File: src/sledd_pkg.sv
package sledd_pkg;

  // chain geometry
  localparam int NUM_LEDS = 16;
  localparam int LED_W = 5;
  localparam int BITS_PER_LED = 24;
  localparam int BIT_W = 5;
  localparam int TICK_W = 20;

  localparam logic [LED_W-1:0] LED_LAST = LED_W'(NUM_LEDS - 1);
  localparam logic [LED_W-1:0] LED_MAX = LED_W'(NUM_LEDS);
  localparam logic [BIT_W-1:0] BIT_LAST = BIT_W'(BITS_PER_LED - 1);

  // configuration port
  localparam int CFG_ADDR_W = 4;
  localparam int CFG_DATA_W = 32;

  typedef enum logic [1:0] {
    REG_ONE_HIGH = 2'd0,
    REG_ZERO_HIGH = 2'd1,
    REG_BIT_PERIOD = 2'd2,
    REG_LATCH_LOW = 2'd3
  } reg_idx_t;

  localparam logic [7:0] ONE_HIGH_RST = 8'd16;
  localparam logic [7:0] ZERO_HIGH_RST = 8'd8;
  localparam logic [7:0] BIT_PERIOD_RST = 8'd25;
  localparam logic [TICK_W-1:0] LATCH_LOW_RST = 20'd64000;

  // item function codes
  typedef enum logic {
    FUNC_START = 1'b0,
    FUNC_TICK = 1'b1
  } func_t;

  // frame phase, one-hot
  typedef enum logic [2:0] {
    PH_IDLE = 3'b001,
    PH_SEND = 3'b010,
    PH_LATCH = 3'b100
  } phase_t;

  typedef struct packed {
    logic func;
    logic [4:0] led_position;
    logic [7:0] green;
    logic [7:0] red;
    logic [7:0] blue;
  } in_item_t;

  typedef struct packed {
    logic data_line;
    logic busy_res;
    logic frame_done;
  } out_item_t;

  typedef struct packed {
    logic [7:0] one_high_ticks;
    logic [7:0] zero_high_ticks;
    logic [7:0] bit_period_ticks;
    logic [TICK_W-1:0] latch_low_ticks;
  } cfg_t;

endpackage

File: src/single_led_strip_frame_driver.sv
// path: input register, then the core's step, then the result register
// throughput: one item per cycle; the input register and the result register
//   each advance whenever the next stage can take a beat
// reset: synchronous active-low rst_n clears valids and the frame sequencer to
//   idle with the line low, and loads the timing registers with their defaults
module single_led_strip_frame_driver
  import sledd_pkg::*;
(
  input  logic                  clk,
  input  logic                  rst_n,
  input  logic                  in_valid,
  output logic                  in_ready,
  input  in_item_t              in_data,
  output logic                  out_valid,
  input  logic                  out_ready,
  output out_item_t             out_data,
  input  logic                  cfg_psel,
  input  logic                  cfg_penable,
  input  logic                  cfg_pwrite,
  input  logic [CFG_ADDR_W-1:0] cfg_paddr,
  input  logic [CFG_DATA_W-1:0] cfg_pwdata,
  output logic [CFG_DATA_W-1:0] cfg_prdata,
  output logic                  cfg_pready
);

  cfg_t cfg;
  logic s1_valid_r;
  in_item_t s1_item_r;
  logic out_valid_r;
  out_item_t out_res_r;
  out_item_t res;
  logic s1_adv;

  sledd_cfg_regs u_cfg (
    .clk        (clk),
    .rst_n      (rst_n),
    .cfg_psel   (cfg_psel),
    .cfg_penable(cfg_penable),
    .cfg_pwrite (cfg_pwrite),
    .cfg_paddr  (cfg_paddr),
    .cfg_pwdata (cfg_pwdata),
    .cfg_prdata (cfg_prdata),
    .cfg_pready (cfg_pready),
    .cfg        (cfg)
  );

  // stage advance and input handshake
  assign s1_adv = s1_valid_r && (!out_valid_r || out_ready);
  assign in_ready = !s1_valid_r || s1_adv;

  // input register
  always_ff @(posedge clk) begin
    if (!rst_n) begin
      s1_valid_r <= 1'b0;
    end else if (in_ready) begin
      s1_valid_r <= in_valid;
    end
  end

  always_ff @(posedge clk) begin
    if (in_valid && in_ready) begin
      s1_item_r <= in_data;
    end
  end

  sledd_core u_core (
    .clk    (clk),
    .rst_n  (rst_n),
    .step_en(s1_adv),
    .item   (s1_item_r),
    .cfg    (cfg),
    .res    (res)
  );

  // result register
  always_ff @(posedge clk) begin
    if (!rst_n) begin
      out_valid_r <= 1'b0;
    end else if (s1_adv) begin
      out_valid_r <= 1'b1;
    end else if (out_ready) begin
      out_valid_r <= 1'b0;
    end
  end

  always_ff @(posedge clk) begin
    if (s1_adv) begin
      out_res_r <= res;
    end
  end

  assign out_valid = out_valid_r;
  assign out_data = out_res_r;

endmodule

File: src/sledd_cfg_regs.sv
module sledd_cfg_regs
  import sledd_pkg::*;
(
  input  logic                  clk,
  input  logic                  rst_n,
  input  logic                  cfg_psel,
  input  logic                  cfg_penable,
  input  logic                  cfg_pwrite,
  input  logic [CFG_ADDR_W-1:0] cfg_paddr,
  input  logic [CFG_DATA_W-1:0] cfg_pwdata,
  output logic [CFG_DATA_W-1:0] cfg_prdata,
  output logic                  cfg_pready,
  output cfg_t                  cfg
);

  cfg_t cfg_r;
  logic wr_en;
  reg_idx_t idx;

  assign idx = reg_idx_t'(cfg_paddr[3:2]);
  assign wr_en = cfg_psel && cfg_penable && cfg_pwrite;
  assign cfg_pready = 1'b1;
  assign cfg = cfg_r;

  // register writes on the access cycle
  always_ff @(posedge clk) begin
    if (!rst_n) begin
      cfg_r.one_high_ticks <= ONE_HIGH_RST;
      cfg_r.zero_high_ticks <= ZERO_HIGH_RST;
      cfg_r.bit_period_ticks <= BIT_PERIOD_RST;
      cfg_r.latch_low_ticks <= LATCH_LOW_RST;
    end else if (wr_en) begin
      unique case (idx)
        REG_ONE_HIGH: cfg_r.one_high_ticks <= cfg_pwdata[7:0];
        REG_ZERO_HIGH: cfg_r.zero_high_ticks <= cfg_pwdata[7:0];
        REG_BIT_PERIOD: cfg_r.bit_period_ticks <= cfg_pwdata[7:0];
        REG_LATCH_LOW: cfg_r.latch_low_ticks <= cfg_pwdata[TICK_W-1:0];
        default: ;
      endcase
    end
  end

  // read mux
  always_comb begin
    cfg_prdata = '0;
    unique case (idx)
      REG_ONE_HIGH: cfg_prdata = {24'd0, cfg_r.one_high_ticks};
      REG_ZERO_HIGH: cfg_prdata = {24'd0, cfg_r.zero_high_ticks};
      REG_BIT_PERIOD: cfg_prdata = {24'd0, cfg_r.bit_period_ticks};
      REG_LATCH_LOW: cfg_prdata = {12'd0, cfg_r.latch_low_ticks};
      default: cfg_prdata = '0;
    endcase
  end

endmodule

File: src/sledd_core.sv
module sledd_core
  import sledd_pkg::*;
(
  input  logic      clk,
  input  logic      rst_n,
  input  logic      step_en,
  input  in_item_t  item,
  input  cfg_t      cfg,
  output out_item_t res
);

  phase_t phase_r, phase_nxt;
  logic [LED_W-1:0] target_led_r, target_led_nxt;
  logic [23:0] colour_word_r, colour_word_nxt;
  logic [LED_W-1:0] led_cnt_r, led_cnt_nxt;
  logic [BIT_W-1:0] bit_cnt_r, bit_cnt_nxt;
  logic [TICK_W-1:0] tick_cnt_r, tick_cnt_nxt;
  logic line_r, line_nxt;

  logic [23:0] word;
  logic [BIT_W-1:0] bit_idx;
  logic bit_val;
  logic [7:0] high_ticks;
  logic [TICK_W-1:0] tick_inc;
  logic [LED_W-1:0] pos;
  logic done;

  // current bit of the chain
  assign word = (LED_W'(led_cnt_r + 1'b1) == target_led_r) ? colour_word_r : '0;
  assign bit_idx = BIT_LAST - bit_cnt_r;
  assign bit_val = word[bit_idx];
  assign high_ticks = bit_val ? cfg.one_high_ticks : cfg.zero_high_ticks;
  assign tick_inc = tick_cnt_r + 1'b1;

  // position clamp: zero means first led, beyond chain saturates
  always_comb begin
    pos = item.led_position;
    if (pos == '0) pos = LED_W'(1);
    if (pos > LED_MAX) pos = LED_MAX;
  end

  // one step of the frame sequencer
  always_comb begin
    phase_nxt = phase_r;
    target_led_nxt = target_led_r;
    colour_word_nxt = colour_word_r;
    led_cnt_nxt = led_cnt_r;
    bit_cnt_nxt = bit_cnt_r;
    tick_cnt_nxt = tick_cnt_r;
    line_nxt = line_r;
    done = 1'b0;
    if (item.func == FUNC_START) begin
      if (phase_r != PH_SEND && phase_r != PH_LATCH) begin
        target_led_nxt = pos;
        colour_word_nxt = {item.green, item.red, item.blue};
        led_cnt_nxt = '0;
        bit_cnt_nxt = '0;
        tick_cnt_nxt = '0;
        line_nxt = 1'b0;
        phase_nxt = PH_SEND;
      end
    end else begin
      unique case (phase_r)
        PH_SEND: begin
          line_nxt = (tick_cnt_r < {12'd0, high_ticks});
          tick_cnt_nxt = tick_inc;
          if (tick_inc >= {12'd0, cfg.bit_period_ticks}) begin
            tick_cnt_nxt = '0;
            if (bit_cnt_r == BIT_LAST) begin
              bit_cnt_nxt = '0;
              if (led_cnt_r == LED_LAST) begin
                led_cnt_nxt = '0;
                phase_nxt = PH_LATCH;
              end else begin
                led_cnt_nxt = led_cnt_r + 1'b1;
              end
            end else begin
              bit_cnt_nxt = bit_cnt_r + 1'b1;
            end
          end
        end
        PH_LATCH: begin
          line_nxt = 1'b0;
          tick_cnt_nxt = tick_inc;
          if (tick_inc >= cfg.latch_low_ticks) begin
            tick_cnt_nxt = '0;
            phase_nxt = PH_IDLE;
            done = 1'b1;
          end
        end
        default: begin
          line_nxt = 1'b0;
          phase_nxt = PH_IDLE;
        end
      endcase
    end
  end

  assign res.data_line = line_nxt;
  assign res.busy_res = (phase_nxt != PH_IDLE);
  assign res.frame_done = done;

  // control state
  always_ff @(posedge clk) begin
    if (!rst_n) begin
      phase_r <= PH_IDLE;
      target_led_r <= '0;
      colour_word_r <= '0;
      led_cnt_r <= '0;
      bit_cnt_r <= '0;
      tick_cnt_r <= '0;
      line_r <= 1'b0;
    end else if (step_en) begin
      phase_r <= phase_nxt;
      target_led_r <= target_led_nxt;
      colour_word_r <= colour_word_nxt;
      led_cnt_r <= led_cnt_nxt;
      bit_cnt_r <= bit_cnt_nxt;
      tick_cnt_r <= tick_cnt_nxt;
      line_r <= line_nxt;
    end
  end

  // a finished frame always leaves the block idle
  a_done_idle: assert property (@(posedge clk) disable iff (!rst_n)
    step_en && res.frame_done |-> !res.busy_res)
    else $error("frame_done while still busy");

  // counters stay inside the frame while sending
  a_bit_range: assert property (@(posedge clk) disable iff (!rst_n)
    phase_r == PH_SEND |-> bit_cnt_r <= BIT_LAST && led_cnt_r <= LED_LAST)
    else $error("bit or led counter out of range");

  // line is only high during a frame, while sending or latching
  a_line_send: assert property (@(posedge clk) disable iff (!rst_n)
    line_r |-> phase_r == PH_SEND || phase_r == PH_LATCH)
    else $error("line high outside a frame");

  // target led is always a valid position once a frame starts
  a_target: assert property (@(posedge clk) disable iff (!rst_n)
    phase_r == PH_SEND |-> target_led_r != '0 && target_led_r <= LED_MAX)
    else $error("target led out of range");

endmodule

File: config.mk
export PLATFORM = sky130hd
export DESIGN_NAME = single_led_strip_frame_driver
export DESIGN_NICKNAME = d
export VERILOG_FILES = /design/src/sledd_pkg.sv /design/src/single_led_strip_frame_driver.sv /design/src/sledd_cfg_regs.sv /design/src/sledd_core.sv
export SDC_FILE = /design/constraint.sdc
export NUM_CORES = 1
export LEC_CHECK = 0
export ABC_AREA = 1
export BUFFER_PORTS_ARGS = -buffer_cell sky130_fd_sc_hd__buf_2
export CORE_MARGIN = 2
export CORE_UTILIZATION = 29
export DETAILED_ROUTE_END_ITERATION = 8
export GPL_ROUTABILITY_DRIVEN = 1
export PLACE_DENSITY = 0.5
export SYNTH_ARGS = -nofsm -noshare
export SYNTH_HDL_FRONTEND = slang
export SYNTH_SLANG_ARGS = --single-unit
File: constraint.sdc
create_clock -name clk -period 3.05 [get_ports clk]
set_input_delay 0.305 -clock clk [delete_from_list [all_inputs] [get_ports clk]]
set_output_delay 0.305 -clock clk [all_outputs]
set_load 0.01 [all_outputs]
== Yosys cells after proc, flatten, opt, wreduce, memory -nomap -nowiden ==
Index checks and enable logic that the tools add are counted.

* Register bits after elaboration: 142
* Bits in latches: 0
* Bits in writable memories: 0
* Bits in read-only memories: 0
* Bits of input ports: 73
* Output and inout port bits: 38
* Logic and storage cells: 103
* Memories kept: 0

* Add/sub/neg operators: 4
* $mul: 0
* Div/mod/pow operators: 0
* Order comparisons: 5
* Equal/unequal tests: 15
* Shifts and indexed selects: 0
* Multiplexer cells: 35
* Bitwise operators: 1
* Reductions and logical operators: 22

{| class="wikitable"
|+ Operators with widths
! operator !! number
|-
| one-hot mux 32 bit (4 select lines) || 1
|-
| two-way mux 20 bit || 4
|-
| two-way mux 5 bit || 12
|-
| one-hot mux 20 bit (2 select lines) || 1
|-
| two-way mux 24 bit || 1
|-
| adder 20 x 1 -> 20 bit, second input constant || 1
|-
| greater-or-equal comparator 20 bit || 1
|-
| greater-or-equal comparator 20 x 8 -> 1 bit || 1
|-
| less-than comparator 20 x 8 -> 1 bit || 1
|-
| two-way mux 3 bit || 6
|-
| adder 5 x 1 -> 5 bit, second input constant || 2
|-
| AND reduction 2 bit || 5
|-
| two-way mux 8 bit || 1
|-
| two-way mux 1 bit || 7
|-
| less-than comparator 5 x 6 -> 1 bit, second input constant || 1
|-
| != test 2 x 1 -> 1 bit, second input constant || 3
|-
| != test 3 x 1 -> 1 bit, second input constant || 2
|-
| one-hot mux 3 bit (2 select lines) || 1
|-
| AND reduction 3 bit || 2
|-
| binary-select mux 1 bit (select 5 bit) || 1
|-
| equality test 5 x 4 -> 1 bit, second input constant || 1
|-
| equality test 5 bit || 1
|-
| equality test 5 bit, second input constant || 1
|-
| > comparator 5 bit, second input constant || 1
|-
| other kinds (16) || 24
|}

== Longest topological paths before layout ==
Gate-level depths: netlist of run 1.

* Word-level depth: 9
* Gate-level depth with buffers: 23
* Depth with buffers taken out: 22

== Hierarchy ==
Synthesis of run 1 repeated with hierarchy kept, for this count alone.

* Cell total of the unflattened synthesis: 1090
* Area, all modules: 7915.1 um^2

{| class="wikitable"
|+ Modules (own cells, without submodules)
! module !! instances !! cells an instance !! area each (um^2) !! sequential area each (um^2)
|-
| sledd_core || 1 || 706 || 4598.2 || 1261.2
|-
| sledd_cfg_regs || 1 || 338 || 2230.9 || 880.8
|-
| single_led_strip_frame_driver || 1 || 46 || 1086.0 || 1031.0
|}

== Least setup slack after synthesis of run 1 ==
No wires, ideal clock.

* Path type: reg-to-reg
* Start: register u_core.led_cnt_r[0]
* End: register out_res_r, in the netlist out_data[2], data pin
* Library setup time: 0.256 ns
* Data arrival time: 2.785 ns
* Required time: 2.794 ns
* Setup slack: 0.009 ns
* Cell stages (with the launch flop): 19
* Path buffers: 0
* Period minus slack after synthesis: 3.041 ns
* Cell sequence: dfxtp_1 -> ha_1 -> nand2_1 -> nor2_1 -> ha_1 -> inv_1 -> nand2_1 -> nand2_1 -> nand3_1 -> nor2_1 -> nand2_1 -> nor2_1 -> nand3_1 -> mux2i_1 -> ha_1 -> nand2_1 -> nor4_1 -> nand2_1 -> a22o_1

{| class="wikitable"
|+ RTL lines
! element !! RTL line !! text
|-
| from (decl) || sledd_core.sv:15 || <nowiki>logic [LED_W-1:0] led_cnt_r, led_cnt_nxt;</nowiki>
|-
| from (signal assigned) || sledd_core.sv:117 || <nowiki>led_cnt_r <= led_cnt_nxt;</nowiki>
|-
| to (signal assigned) || single_led_strip_frame_driver.sv:88 || <nowiki>out_res_r <= res;</nowiki>
|-
| to (decl) || single_led_strip_frame_driver.sv:30 || <nowiki>out_item_t out_res_r;</nowiki>
|}

== Worst setup path after layout of run 1 ==
* Start: register u_core.tick_cnt_r[1]
* End: register u_core.tick_cnt_r[0]

* Word-level cells in the longest chain between the ends: 5
* Elaborated cells between the ends (all ways): 7
* Those cells by class: add/sub (1); order compare (2); mux (4)

{| class="wikitable"
|+ Ends and longest elaborated chain
! element !! RTL line !! text
|-
| from (decl) || sledd_core.sv:17 || <nowiki>logic [TICK_W-1:0] tick_cnt_r, tick_cnt_nxt;</nowiki>
|-
| from (signal assigned) || sledd_core.sv:119 || <nowiki>tick_cnt_r <= tick_cnt_nxt;</nowiki>
|-
| adder 20 x 1 -> 20 bit (*) || sledd_core.sv:33 || <nowiki>assign tick_inc = tick_cnt_r + 1'b1;</nowiki>
|-
| greater-or-equal comparator 20 bit / greater-or-equal comparator 20 x 8 -> 1 bit (equally long branches) || sledd_core.sv:85, sledd_core.sv:67 ||
|-
| two-way mux 20 bit (on tied branches) || sledd_core.sv:85, sledd_core.sv:67 ||
|-
| one-hot mux 20 bit (2 select lines) (*) || sledd_core.sv:63 || <nowiki>unique case (phase_r)</nowiki>
|-
| two-way mux 20 bit (*) || sledd_core.sv:52 || <nowiki>if (item.func == FUNC_START) begin</nowiki>
|}

Mark *: on every way between the ends. The rest lies on a longest branch, timed or not.
A chain may end at the register's enable or synchronous reset.

==> results of run 1 <==
worst max path at each step:
stage                               startpoint               endpoint  slack, ns  depth (start not counted)
after global placement     u_core.led_cnt_r[1]          u_core.line_r      -0.14                         20
after floorplan            u_core.led_cnt_r[0]            out_data[2]      0.009                         18
after CTS                 u_core.tick_cnt_r[1]  u_core.tick_cnt_r[17]      -0.08                         24
after detailed placement   u_core.led_cnt_r[0]          u_core.line_r      -0.19                         20
after global routing      u_core.tick_cnt_r[1]   u_core.tick_cnt_r[0]      -0.17                         20
final                     u_core.tick_cnt_r[1]   u_core.tick_cnt_r[0]       0.04                         20
layout by cell type, fill, tap and decap left out, drive strengths merged, types with 2 or more instances in the layout:
cell,n
nand4,17
nor3b,2
nand2,206
a21oi,80
inv,135
a21o,2
nor3,19
nor4,5
o211ai,8
buf,189
xor2,12
o2111ai,7
clkinvlp,2
nand3,50
a221oi,2
o21ai,76
dfxtp,109
conb,13
edfxtp,33
nor2,147
ha,41
clkbuf,17
clkinv,7
mux2i,7
Yosys cell counts (3+ instances only):
cell type  instances
a21oi_2           10
clkinv_1           4
xor2_1            11
a21oi_1           70
mux2i_1            7
nor3_2             4
nor4_1             5
edfxtp_1          33
inv_1            123
nor2_1           143
o2111ai_1          7
nand2_2           12
inv_2              3
clkbuf_1          21
ha_1              41
buf_2              4
o21ai_0           74
nand4_1           16
buf_4             13
nand2_1          194
dfxtp_1          109
nand3_2            3
nor3_1            15
o211ai_1           8
nand3_1           47
stage by stage:
| stage | std cells | area, um2 | total power [mW] | worst slack [ns] | utilization |
|---|---|---|---|---|---|
| 3_3_place_gp | 1475 | 8840 | 2.39 | -0.140 | 0.341 |
| 5_1_grt | 1529 | 10300 | 4.64 | -0.171 | 0.396 |
| 3_5_place_dp | 1475 | 8840 | 2.39 | -0.187 | 0.341 |
| 6_report | 1529 | 10300 | 4.46 | 0.0435 | 0.396 |
| 2_1_floorplan | 1017 | 7630 | 2.27 | 0.00906 | - |
| 4_1_cts | 1523 | 9790 | 4.49 | -0.0771 | 0.378 |
metal layers:
metal / vias to the layer above / global-route usage / share of wire / wire [um]
met5: - / 0 / 0 / 0
met4: 0 / 0.0457 / 0.021 / 434
met3: 31 / 0.0322 / 0.038 / 790
met2: 151 / 0.250 / 0.47 / 9760
met1: 3157 / 0.199 / 0.47 / 9900
li1: 3616 / - / - / -
sequential cells by signal, indices dropped and copies added, names as in the netlist, 5 cells and up:
name	count
u_cfg.cfg	44
s1_item_r	30
u_core.colour_word_r	24
u_core.tick_cnt_r	20
u_core.bit_cnt_r	5
u_core.led_cnt_r	5
u_core.target_led_r	5
where the power goes:
group	switching, mW	internal, mW	total (mW)	leakage, nW
Clock	0.930	1.15	2.08	0.282
Sequential	0.0325	1.99	2.02	1.21
Combinational	0.222	0.129	0.351	3.06
Total	1.18	3.27	4.46	4.55
cell families after synthesis:
kind of cell	count (synthesis)	share of synthesized area
simple gates	447	0.253
compound gates	180	0.135
buf+inv	174	0.0999
flops	142	0.418
fa+ha+maj	41	0.0676
xor+xnor	13	0.0160
mux	7	0.00923
other cells	2	0.000989
final cells by class:
class,count,area (um2)
fillers,2690,15600
clock buffers,17,425
inverters,130,493
multi-input cells,701,4310
clock inverters,15,150
repair buffers,189,1270
well taps,335,419
flip-flops and latches,142,3190
timing repair:
| action | in CTS | in global routing |
|---|---|---|
| gates resized for setup | 54 | 112 |
| setup buffers | 14 | 12 |
| setup endpoints to repair | 36 | 37 |
| cloned | 2 | 0 |
| pin swaps | 30 | 55 |
==> flow_summary.toml, run 1 <==
[grt]
antenna_found_initial = 0
grt_pass1_wl_mm = 33.7
grt_max_degree = 74
grt_pass1_vias = 6673
grt_use_total = 0.151
grt_overflow = 0

[synth]
synth_seq_cells = 142
synth-edff-count = 33
ys_seq_area_frac = 0.418
synthCells = 1006
ys_warn_count = 0
synth_top_cell_by_area = "dfxtp_1"
yosys-top-cells-area = "dfxtp_1 (29%), edfxtp_1 (13%), nand2_1 (9.6%), nor2_1 (7.1%), ha_1 (6.8%)"
synthFlopType = "dfxtp_1"
yosysUniqueCellTypes = 46
synth_area_per_cell_um2 = 7.55
synth_top_area_frac = 0.287
syn_area_um2 = 7590
async_flop_share = 0

[power]
ir_worst_vdd_mv = 0.294
power_density_nw_per_um2 = 434
p_leak_nw = 4.55

[worst_setup_path]
cp-start-kind = "flip-flop"
r2r-start = "u_core.tick_cnt_r[1]"
critical_path_class = "flip-flop to flip-flop"
cp_max_fo = 5
path_buf_inv = 5
cp.required_ns = 3.41
crit_family = "simple AND/OR/NAND/NOR gates"
cp-end-kind = "flip-flop"
cp_slowest_cell = "dfxtp_4"
max_stage_delay_ns = 0.38
r2r_cells = 20
rrSetupSlack_ns = 0.04
reg2reg_to = "u_core.tick_cnt_r[0]"
crit_arrival_ns = 3.36
cp_cell_sequence = "ha_4, nand2_4, inv_4, nand4_4, nor2_4, buf_6, nand3_2, xor2_1, inv_1, ha_1, nand4_1, nor2_2, a221oi_2, nand3_2, nor2_2, inv_2, o21ai_4, buf_6, nand2_4, a21oi_2"

[place]
place_hpwl_mm = 14.9
place_congestion = 0.833
port_buffers = 83

[clocking]
htree_levels = 4
cts.sinks = 142
cts_hold_repair.buffers = 0
cts_tree = "yes"
cts.clk_slew.worst_paths_ns = 0.07
clock_latency_ns = 0.43
cts-root-buf = "clkbuf_16"
cts_made_buffers = 17
clk_path_buf_depth = 2

[floorplanning]
die_w_um = 166
design.core.area_um2 = 25900
io_pins = 111
die_y_um = 166
die_area_um2 = 27500
row_count = 59
initial_core_util = 0.293

[finish]
nets = 1295
drive_gt1_frac = 0.312
n_antenna_cell = 0
synthToLayoutAreaGrowth_pct = 35.2

[outcome]
outcome = "finished clean"

[routing]
wirelength_mm = 20.9
vias = 6955
drc = 0
antenna_left = 0
first_pass_iters = 4
vias_per_cell = 4.55
avgRoutedWirePerCell_um = 13.7
drt_iter0_markers = 350

[timing]
finalClockSkew_ns = 0.0115
finalHoldViolCount = 0
worst_slew_pin_slew_ns = 0.697
period_minus_slack_ns = 3.01
slew_headroom = 0.535
drv_slew = 0
finalSetupViolations = 0
timing.fmax_mhz = 333
fin_setup_tns_ns = 0
whs_ns = 0.0468
rsz0062_at_grt = "true"
finalCritPeriodShare = 0.986

[worst_hold_path]
hold_path_class = "input pin to flip-flop"
holdPathEnd = "s1_item_r[24]"
hp-start = "in_data[24]"
hold_depth = 1

[run]
max-cap-violations = 0
No activity file was read; power rests on OpenSTA's default activity.
==> run 2, diff against run 1 <==
--- a/config.mk
+++ b/config.mk
@@ -11,7 +11,8 @@
 export CORE_UTILIZATION = 29
 export DETAILED_ROUTE_END_ITERATION = 8
 export GPL_ROUTABILITY_DRIVEN = 1
-export PLACE_DENSITY = 0.5
+export PLACE_DENSITY = 0.59
+export SKIP_LAST_GASP = 1
 export SYNTH_ARGS = -nofsm -noshare
 export SYNTH_HDL_FRONTEND = slang
 export SYNTH_SLANG_ARGS = --single-unit
==> flow_summary.toml, run 2 (synthesis results as in run 1) <==
[outcome]
outcome = "finished, violations left"
violations = "setup timing"

[floorplanning]
die_area_um2 = 27500
initial_core_util = 0.293
die_y_um = 166
io_pins = 111
die_w_um = 166
row_count = 59
design.core.area_um2 = 25900

[grt]
grt_use_total = 0.148
grt_max_degree = 74
grt_overflow = 0
grt_pass1_vias = 6690
antenna_found_initial = 0
grt_pass1_wl_mm = 33.1

[power]
p_leak_nw = 4.57
power_density_nw_per_um2 = 438
ir_worst_vdd_mv = 0.397
design_power_total_mw = 4.50

[clocking]
htree_levels = 4
cts_tree = "yes"
clock_latency_ns = 0.43
cts_made_buffers = 17
clk_path_buf_depth = 2
cts_hold_repair.buffers = 0
cts.sinks = 142
cts.clk_slew.worst_paths_ns = 0.06
cts-root-buf = "clkbuf_16"

[worst_setup_path]
r2r-start = "u_core.tick_cnt_r[1]"
rrSetupSlack_ns = -0.08
cp_cell_sequence = "inv_4, nor3_4, nand2_2, nor2_4, nand3_2, nor2_4, xor2_2, inv_2, ha_4, nand4_1, buf_4, nor3_2, nand4_1, nand3_2, nor2_2, inv_2, o21ai_4, buf_12, buf_16, nand2_2, a21oi_2"
cp-start-kind = "flip-flop"
crit_path_end = "u_core.tick_cnt_r[15]"
cp-end-kind = "flip-flop"
max_stage_delay_ns = 0.38
reg2reg_to = "u_core.tick_cnt_r[15]"
r2r_cells = 21
cp.required_ns = 3.36
critical_path_class = "flip-flop to flip-flop"
cp_max_fo = 8
crit_arrival_ns = 3.44
cp_slowest_cell = "dfxtp_4"
crit_start = "u_core.tick_cnt_r[1]"

[finish]
fin_util = 0.396
n_antenna_cell = 0
layout_commonest_cell = "nand2_1"
synthToLayoutAreaGrowth_pct = 35.1
fin_cells = 1534
most-common-layout-cells = "nand2_1 (172), nor2_1 (133), inv_1 (112)"
fillCellCount = 2576
largest_reg_flops = 44
drive_gt1_frac = 0.301
nets = 1300

[routing]
wirelength_mm = 20.2
first_pass_iters = 7
antenna_left = 0
vias_per_cell = 4.54
drt_iter0_markers = 501
avgRoutedWirePerCell_um = 13.2
vias = 6968
drc = 0

[timing]
finalCritPeriodShare = 1.03
rsz0062_at_grt = "true"
finalSetupViolations = 13
period_minus_slack_ns = 3.13
worst_slew_pin_slew_ns = 0.708
slew_headroom = 0.527
drv_slew = 0
finalClockSkew_ns = 0.00911
finalHoldViolCount = 0
timing.fmax_mhz = 320
setup_slack_ns = -0.0799

[run]
max-cap-violations = 0

[place]
place_inst = 1471
place_hpwl_mm = 14.1
port_buffers = 83
place_congestion = 0.867

[worst_hold_path]
hold_path_class = "input pin to flip-flop"
hold_depth = 1
## run 2: cell types whose count changed in the layout (fill, tap and decap cells not counted), sizes merged
cell,delta
inv,-1
buf,+5
clkinvlp,+2
clkbuf,+1
clkinv,-2
## run 2: layout make-up
type	count	area, um2	share of cell area
well taps	335	419	0.0409
repair buffers	194	1340	0.131
clock inverters	14	144	0.0140
multi-input cells	701	4220	0.411
flip-flops and latches	142	3190	0.311
inverters	130	493	0.0481
clock buffers	18	450	0.0439
## run 2: critical path: cells and delay by family (launching register included)
kind / cells / cell delay (ns)
and+or+nand+nor: 11 / 1.37
buffers and inverters: 6 / 0.68
DFF: 1 / 0.38
adders and majority gates: 1 / 0.27
xor gates and xnor gates: 1 / 0.19
AOI/OAI and AO/OA: 2 / 0.11
## run 2: metal layers
metal / track usage / vias up / wire length (um)
met2: 0.250 / 162 / 9620
met5: 0 / - / 0
met3: 0.0255 / 29 / 796
li1: - / 3627 / -
met4: 0.0431 / 0 / 361
met1: 0.193 / 3150 / 9440
## run 2: per-stage QoR
| step | hold WS, ns | instance area, um2 | setup slack, ns | setup TNS (ns) |
|---|---|---|---|---|
| 2_1_floorplan | 0.404 | 7630 | 0.00906 | 0 |
| 3_3_place_gp | 0.438 | 8810 | -0.160 | -3.75 |
| 3_5_place_dp | 0.439 | 8810 | -0.223 | -5.31 |
| 4_1_cts | 0.0343 | 10000 | -0.0791 | -0.760 |
| 5_1_grt | 0.0350 | 10300 | -0.281 | -6.12 |
| 6_report | 0.0466 | 10300 | -0.0799 | -0.899 |
## run 2: worst min path at each step
stage                                  start                       end  slack, ns
global route                     in_data[26]             s1_item_r[26]       0.03
CTS                              in_data[26]             s1_item_r[26]       0.03
floorplan                         in_data[0]              s1_item_r[0]       0.40
finish                            in_data[7]              s1_item_r[7]       0.05
global placement    u_core.colour_word_r[21]  u_core.colour_word_r[21]       0.44
detailed placement  u_core.colour_word_r[21]  u_core.colour_word_r[21]       0.44
## run 2: power by group
group / switching, mW / internal, mW
Sequential: 0.0326 / 1.99
Clock: 0.929 / 1.20
Combinational: 0.217 / 0.128
## run 2: what timing repair did
action	in CTS	in global routing
setup buffers	19	12
endpoints found under the setup margin	37	37
cloned	2	0
pin swaps	43	35
gates resized for setup	85	57
==> run 3, diff against run 2 <==
==> constraint.sdc (replaced) <==
create_clock -name clk -period 3.05 [get_ports clk]
set_input_delay 0.305 -clock clk [delete_from_list [all_inputs] [get_ports clk]]
set_output_delay 0.305 -clock clk [all_outputs]
set_load 0.05 [all_outputs]
==> flow_summary.toml, run 3 (synthesis results as in run 1) <==
[floorplanning]
row_count = 59
io_pins = 111
die_area_um2 = 27500
design.core.area_um2 = 25900
die_y_um = 166
initial_core_util = 0.293
die_w_um = 166

[clocking]
htree_levels = 4
clk_path_buf_depth = 2
cts_hold_repair.buffers = 0
cts-root-buf = "clkbuf_16"
cts.sinks = 142
clock_latency_ns = 0.43
cts_tree = "yes"
cts_made_buffers = 17
cts.clk_slew.worst_paths_ns = 0.06

[routing]
drc = 0
avgRoutedWirePerCell_um = 13.4
drt_iter0_markers = 445
first_pass_iters = 5
wirelength_mm = 20.4
vias = 7005
antenna_left = 0
vias_per_cell = 4.59

[finish]
nets = 1291
fin_cells = 1525
largest_reg_flops = 44
regArea_um2 = 3190
multi_input_area_um2 = 4190
most-common-layout-cells = "nand2_1 (181), nor2_1 (133), inv_1 (109)"
fillCellCount = 2656
n_antenna_cell = 0
drive_gt1_frac = 0.297
layout_commonest_cell = "nand2_1"
synthToLayoutAreaGrowth_pct = 33.4

[worst_hold_path]
hp-start = "in_data[26]"
hold_path_class = "input pin to flip-flop"
holdPathEnd = "s1_item_r[26]"
hold_depth = 1

[power]
ir_worst_vdd_mv = 0.398
p_leak_nw = 4.54
design_power_total_mw = 4.55
power_density_nw_per_um2 = 449

[timing]
drv_slew = 0
finalClockSkew_ns = 0.0110
slew_headroom = 0.526
setup_slack_ns = -0.000696
period_minus_slack_ns = 3.05
timing.fmax_mhz = 328
finalSetupViolations = 1
rsz0062_at_grt = "true"
worst_slew_pin_slew_ns = 0.710
finalHoldViolCount = 0
fin_setup_tns_ns = -0.000696
finalCritPeriodShare = 1.00
whs_ns = 0.0463

[worst_setup_path]
critical_path_class = "flip-flop to flip-flop"
r2r-start = "u_core.tick_cnt_r[1]"
cp_max_fo = 9
crit_arrival_ns = 3.41
rrSetupSlack_ns = -0.0007
reg2reg_to = "u_core.tick_cnt_r[3]"
cp.required_ns = 3.41
cp-start-kind = "flip-flop"
r2r_cells = 20
cp-end-kind = "flip-flop"

[outcome]
violations = "setup timing"
outcome = "finished, violations left"

[place]
post-place-ws_ns = -0.201
place_inst = 1471
place_hpwl_mm = 14.3
port_buffers = 83
place_congestion = 0.873

[grt]
antenna_found_initial = 0
grt_pass1_wl_mm = 33.0
grt_max_degree = 74
grt_use_total = 0.147
grt_overflow = 0
grt_pass1_vias = 6635

[run]
max-cap-violations = 0
## run 3: how the worst max path moves through the flow
stage,start,end,slack (ns),cells after the start
after global placement,u_core.tick_cnt_r[0],u_core.tick_cnt_r[6],-0.16,19
after floorplan,u_core.led_cnt_r[0],out_data[2],0.009,18
after CTS,u_core.tick_cnt_r[3],u_core.tick_cnt_r[17],-0.06,20
after global routing,u_core.tick_cnt_r[1],u_core.tick_cnt_r[0],-0.19,20
final,u_core.tick_cnt_r[1],u_core.tick_cnt_r[3],-0.0007,20
after detailed placement,u_core.led_cnt_r[1],out_data[2],-0.20,19
## run 3: power breakdown
part           switching, mW  internal (mW)
registers             0.0320           1.99
clock network          0.922           1.20
logic                  0.282          0.122
## run 3: what timing repair did
item | in CTS | in global routing
cloned | 1 | 0
gates resized for setup | 66 | 75
pin swaps | 37 | 53
setup endpoints to repair | 37 | 37
setup buffers | 12 | 12
## run 3: worst max-delay path: stages (launching register included)
cell and delay (ns):
dfxtp_4 0.38, ha_4 0.15, nand2_2 0.06, inv_2 0.08, nand4_4 0.13, nor2_4 0.14
buf_6 0.11, nand3_4 0.06, xor2_2 0.17, inv_1 0.09, ha_1 0.28, nand4_1 0.16
inv_2 0.07, a221oi_2 0.29, nand3_2 0.18, nor2_2 0.14, inv_2 0.07, o21ai_4 0.08
buf_8 0.17, nand2_1 0.06, a21oi_1 0.13
## run 3: routing by layer
metal  GRT usage  share of wire
met4      0.0397          0.017
met1       0.193           0.46
met3      0.0327          0.046
met2       0.244           0.48
met5           0              0
## run 3: through the flow
| step | utilization | instance area [um2] |
|---|---|---|
| finish | 0.391 | 10100 |
| global placement | 0.340 | 8810 |
| CTS | 0.378 | 9800 |
| global route | 0.391 | 10100 |
| detailed placement | 0.340 | 8810 |
| floorplan | - | 7630 |
## run 3: final cells by class
type,instances,share of cell area
Inverter,130,0.0484
Sequential cell,142,0.315
Timing Repair Buffer,185,0.123
Clock buffer,18,0.0445
Tap cell,335,0.0414
Clock inverter,14,0.0141
Multi-Input combinational cell,701,0.414
